<file path="src/rtl/brd_pkg.sv">
// shared types and constants of the bilinear rgb downscaler
package brd_pkg;

  // size limits
  localparam int MAX_OUT_WIDTH = 1024;
  localparam int MAX_IN_DIM    = 4096;
  localparam int LS_AW         = $clog2(MAX_OUT_WIDTH);

  // configuration register indexes
  localparam logic [2:0] REG_IN_WIDTH   = 3'd0;
  localparam logic [2:0] REG_IN_HEIGHT  = 3'd1;
  localparam logic [2:0] REG_OUT_WIDTH  = 3'd2;
  localparam logic [2:0] REG_OUT_HEIGHT = 3'd3;
  localparam logic [2:0] REG_X_STEP     = 3'd4;
  localparam logic [2:0] REG_Y_STEP     = 3'd5;

  typedef logic [23:0] pixel_t;

  // input transaction
  typedef struct packed {
    logic [7:0] src_red;
    logic [7:0] src_green;
    logic [7:0] src_blue;
  } brd_in_t;

  // output transaction
  typedef struct packed {
    logic [9:0] dst_col;
    logic [9:0] dst_row;
    logic [7:0] dst_red;
    logic [7:0] dst_green;
    logic [7:0] dst_blue;
    logic       run_end;
  } brd_out_t;

  // configuration in effective form
  typedef struct packed {
    logic [12:0] endx;
    logic [12:0] endy;
    logic [10:0] ow;
    logic [10:0] oh;
    logic [28:0] xs;
    logic [28:0] ys;
  } brd_cfg_t;

  // controller to datapath
  typedef struct packed {
    logic capture;
    logic prep;
    logic rows;
    logic col_go;
    logic emit;
    logic row_sel;
    logic commit;
    logic finish;
  } brd_cmd_t;

  // datapath to controller
  typedef struct packed {
    logic       col_ok;
    logic [1:0] nrows;
    logic       emit_ok;
  } brd_stat_t;

endpackage

</file>
<file path="src/rtl/brd_ctrl.sv">
// sequencing state machine of the downscaler
module brd_ctrl import brd_pkg::*; (
  input  logic      clk,
  input  logic      rst_n,
  input  logic      in_valid,
  output logic      in_stall,
  input  brd_stat_t stat,
  output brd_cmd_t  cmd
);

  typedef enum logic [6:0] {
    S_IDLE   = 7'b0000001,
    S_PREP   = 7'b0000010,
    S_ROWS   = 7'b0000100,
    S_CHECK  = 7'b0001000,
    S_EMIT   = 7'b0010000,
    S_WRITE  = 7'b0100000,
    S_FINISH = 7'b1000000
  } state_t;

  state_t state_r, state_nxt;
  logic   k_r, k_nxt;
  logic   q_r, q_nxt;
  logic   last_emit;

  assign in_stall  = (state_r != S_IDLE);
  assign last_emit = q_r || (stat.nrows == 2'd1);

  // next state and commands
  always_comb begin
    state_nxt   = state_r;
    k_nxt       = k_r;
    q_nxt       = q_r;
    cmd         = '0;
    cmd.row_sel = q_r;
    unique case (state_r)
      S_IDLE: begin
        if (in_valid) begin
          cmd.capture = 1'b1;
          state_nxt   = S_PREP;
        end
      end
      S_PREP: begin
        cmd.prep  = 1'b1;
        state_nxt = S_ROWS;
      end
      S_ROWS: begin
        cmd.rows  = 1'b1;
        k_nxt     = 1'b0;
        state_nxt = S_CHECK;
      end
      S_CHECK: begin
        if (stat.col_ok) begin
          cmd.col_go = 1'b1;
          q_nxt      = 1'b0;
          state_nxt  = (stat.nrows == 2'd0) ? S_WRITE : S_EMIT;
        end else begin
          state_nxt = S_FINISH;
        end
      end
      S_EMIT: begin
        if (stat.emit_ok) begin
          cmd.emit = 1'b1;
          if (last_emit) begin
            state_nxt = S_WRITE;
          end else begin
            q_nxt = 1'b1;
          end
        end
      end
      S_WRITE: begin
        cmd.commit = 1'b1;
        if (k_r) begin
          state_nxt = S_FINISH;
        end else begin
          k_nxt     = 1'b1;
          state_nxt = S_CHECK;
        end
      end
      S_FINISH: begin
        if (stat.emit_ok) begin
          cmd.finish = 1'b1;
          state_nxt  = S_IDLE;
        end
      end
      default: begin
        state_nxt = S_IDLE;
      end
    endcase
  end

  // state registers
  always_ff @(posedge clk) begin
    if (!rst_n) begin
      state_r <= S_IDLE;
      k_r     <= 1'b0;
      q_r     <= 1'b0;
    end else begin
      state_r <= state_nxt;
      k_r     <= k_nxt;
      q_r     <= q_nxt;
    end
  end

endmodule

</file>
<file path="config.mk">
export PLATFORM = sky130hd
export DESIGN_NAME = brd_ctrl
export DESIGN_NICKNAME = d
export VERILOG_FILES = /design/src/rtl/brd_pkg.sv /design/src/rtl/brd_ctrl.sv
export SDC_FILE = /design/constraint.sdc
export NUM_CORES = 1
export LEC_CHECK = 0
export BUFFER_PORTS_ARGS = -buffer_cell sky130_fd_sc_hd__buf_2
export CAP_MARGIN = 0
export CORE_MARGIN = 4
export CORE_UTILIZATION = 44
export DETAILED_ROUTE_END_ITERATION = 6
export PLACE_DENSITY_LB_ADDON = 0.05
export SLEW_MARGIN = 10
export SYNTH_ARGS = -nofsm -noshare
export SYNTH_HDL_FRONTEND = slang
export SYNTH_SLANG_ARGS = --single-unit
</file>
<file path="constraint.sdc">
create_clock -name clk -period 2 [get_ports clk]
set_clock_uncertainty 0.2 [all_clocks]
set_input_delay 0.1 -clock clk [delete_from_list [all_inputs] [get_ports clk]]
set_output_delay 0.1 -clock clk [all_outputs]
set_load 0.005 [all_outputs]
</file>
==> results by group <==
Synthesis
  – Largest cells by area after synthesis: dfxtp_1 32%, nor2b_1 5.5%, buf_4 3.9%
  – Adder-cell share of the synthesized area: 0%
  – XOR/XNOR share of the synthesized area: 1.54%
  – Post-synthesis mux area share: 0%
  – Most frequent cells after synthesis: 9 x dfxtp_1, 5 x nor2b_1, 4 x nor2_1, 4 x o21ai_0
  – Area share of the largest cell type after synthesis: 31.6%
  – Compound-Gate Fraction of Synth Area: 19.5%
  – Number of enable flip-flop cells after synthesis: 0
  – Synth cell types: 34
  – Syn Nets: 75
  – Syn Inst Count: 68
  – Combinational family with the most area after synthesis: simple AND/OR/NAND/NOR gates
  – Post-synthesis sequential area ratio: 31.6%
  – Post-synthesis register bit count: 9
  – Synth Cell Area: 571 sq um
  – Syn_area_per_cell: 8.39 sq um
  – Main synth FF type: dfxtp_1
  – Area leader, netlist: dfxtp_1
  – Warnings, synthesis: 0
  – Ys async rst share: 0%
  – Post-Synth Simple-Gate Area: 41.2%
  – Count leader, synth: dfxtp_1

Timing
  – Fin. max-slew vios: 0
  – Peak Freq: 508 MHz
  – Unrepaired setup endpoints after global routing: yes
  – Min Tclk post-route: 1.97 ns
  – Relative slew slack: 75.9%
  – Final Hold Fails: 0
  – Final worst path period share: 98.4%
  – Worst Max-Slew Pin Slew: 0.360 ns
  – Final Setup Violations: 0

Drt
  – Post-Route WL: 1.49 mm
  – Met2 routed WL: 705 microns
  – DR top layer: met4
  – Vias per cell: 5.69
  – Drc violations: 0
  – First drt pass iteration count: 4
  – Post-route ant nets: 0
  – Met1 Wirelength: 649 microns
  – Drt wl/cell: 13.8 microns
  – Initial drt markers: 24
  – Via count: 614
  – Met3 WL: 114 microns

Status
  – Status: completed

Clocking
  – CTS Buffer Depth: 2
  – CTS Sinks: 9
  – Root buf cell: clkbuf_4
  – CTS HTree Levels: 1
  – Worst-path clk slew: 0.07 ns
  – CTS tree: built
  – Total CTS buffers: 3
  – Worst skew pair latency: 0.27 ns

Critical path
  – Worst Setup End Kind: register
  – CP max FO: 4
  – Critical path required time: 1.97 ns
  – Critical path's largest stage delay: 0.51 ns
  – Crit-path slowest cell: or4_4
  – CP top delay family: simple AND/OR/NAND/NOR gates
  – Cells on worst reg2reg path: 4
  – Buf+Inv Stages, Crit Path: 0
  – Critical Path AT: 1.93 ns
  – Startpoint types: register
  – Worst path depth: 4
  – Worst Path Class, Setup: register to register
  – Critical-path cell list: or3_4 > or4_4 > or2_1 > and4_1

Final layout
  – Seq. cell area: 181 sq um
  – Multi-input gate area: 388 sq um
  – Area growth from synthesis to layout: 39.3%
  – Share of cells above drive strength 1: 35.1%
  – Final nets: 102
  – Fillers: 89
  – Non-Filler Instances: 108
  – Final core utilization: 68.7%
  – Antenna Cells: 0

Floorplan
  – IO Pins: 16
  – Starting density of the core: 49.4%
  – Std cell rows: 12
  – Die ar.: 1940 sq um
  – Die Height: 44.0 microns
  – Die Wd: 44.0 microns
  – Core footprint: 1160 sq um

GRT
  – Initial antenna violation count: 0
  – Vias in the first global route: 573
  – Global-route wire length before repair: 2.42 mm
  – Global route overflow: 0
  – Largest net degree at the start of global routing: 11
  – Tot GR Track Use: 16.9%

Place
  – DP Cell Count: 98
  – Port-buffer cells: 15
  – RePlAce Congestion: 0.844
  – Detail Placement HPWL: 1.05 mm

Hold path
  – Worst min path class: input port to register
  – Min-Delay Path Depth: 3

Power and ir drop
  – Leak: 0.000340 uW
  – PD cells: 630 nW/um^2
  – VDD IR max: 342 uV

Flow run
  – Max-Cap Viols: 0
path summary, 6_finish.rpt:
kind | slack, ns | endpoint | from
hold reg to reg | 0.34 | k_r | k_r
hold / removal | 0.02 | state_r[4] | stat[2]
setup / recovery | 0.03 | state_r[2] | state_r[2]
setup reg to reg | 0.03 | state_r[2] | state_r[2]
flip-flops by register name, indices dropped and copies added, names as in the netlist:
| name | flops |
|---|---|
| state_r | 7 |
| k_r | 1 |
| q_r | 1 |
worst reg2reg max path, stage by stage, from the launching register on:
cell,delay (ns)
dfxtp_1,0.31
or3_4,0.40
or4_4,0.51
or2_1,0.25
and4_1,0.19
stage by stage:
stage	setup TNS (ns)	hold slack, ns	instance area [sq um]	setup WS, ns	total power, uW
5_1_grt	-0.0190	0.0799	795	-0.0190	528
3_3_place_gp	0	0.181	677	0.0720	331
2_1_floorplan	0	-0.0214	571	0.0330	286
4_1_cts	0	0.0386	788	0.00727	500
3_5_place_dp	0	0.177	677	0.0539	332
6_report	0	0.0247	795	0.0317	500
repair_timing:
| item | in CTS | in global routing |
|---|---|---|
| setup buffers | 1 | 0 |
| endpoints found under the hold margin | 8 | 0 |
| hold buffers | 5 | 0 |
| setup endpoints to repair | 2 | 6 |
| resized for setup | 4 | 3 |
| pin swaps | 1 | 3 |
placed cells by master, fill, tap and decap left out, types with 2 or more instances in the layout:
cell,instances
clkbuf_4,3
nor4b_4,2
nand2b_1,2
dlygate4sd3_1,5
a21oi_1,3
o21ai_0,4
dfxtp_1,8
o21a_1,3
nor4_1,2
o211ai_1,3
nor3b_1,2
nor3_1,2
nand2_1,2
nor2_1,4
and3_1,2
buf_2,15
nor2b_1,5
buf_4,7
or4_4,2
where the power goes:
part	switching [uW]	leakage [uW]	total (uW)	internal, uW
logic	75.2	0.000252	148	72.9
registers	14.0	0.0000735	203	189
clock network	72.2	0.0000150	149	77.3
total	161	0.000340	500	339
layer usage:
layer	up-vias	GRT usage (%)
li1	307	-
met2	23	29.9
met3	5	5.28
met4	0	5.42
met5	-	0
met1	279	18.9
kinds of logic (layout without fill, tap and decap cells):
logic type | after synthesis | count (layout)
and+or+nand+nor | 35 | 35
buffers and inverters | 6 | 32
AOI/OAI and AO/OA | 17 | 17
xor gates and xnor gates | 1 | 1
DFF | 9 | 9
final cells by class:
cell class,count,share of cell area [%]
sequential,9,22.8
inverter,1,0.472
tap,14,2.20
timing repair buffer,27,22.4
multi-input combinational,53,48.8
clock buffer,4,3.31
Power figures use the tool's default switching activity.
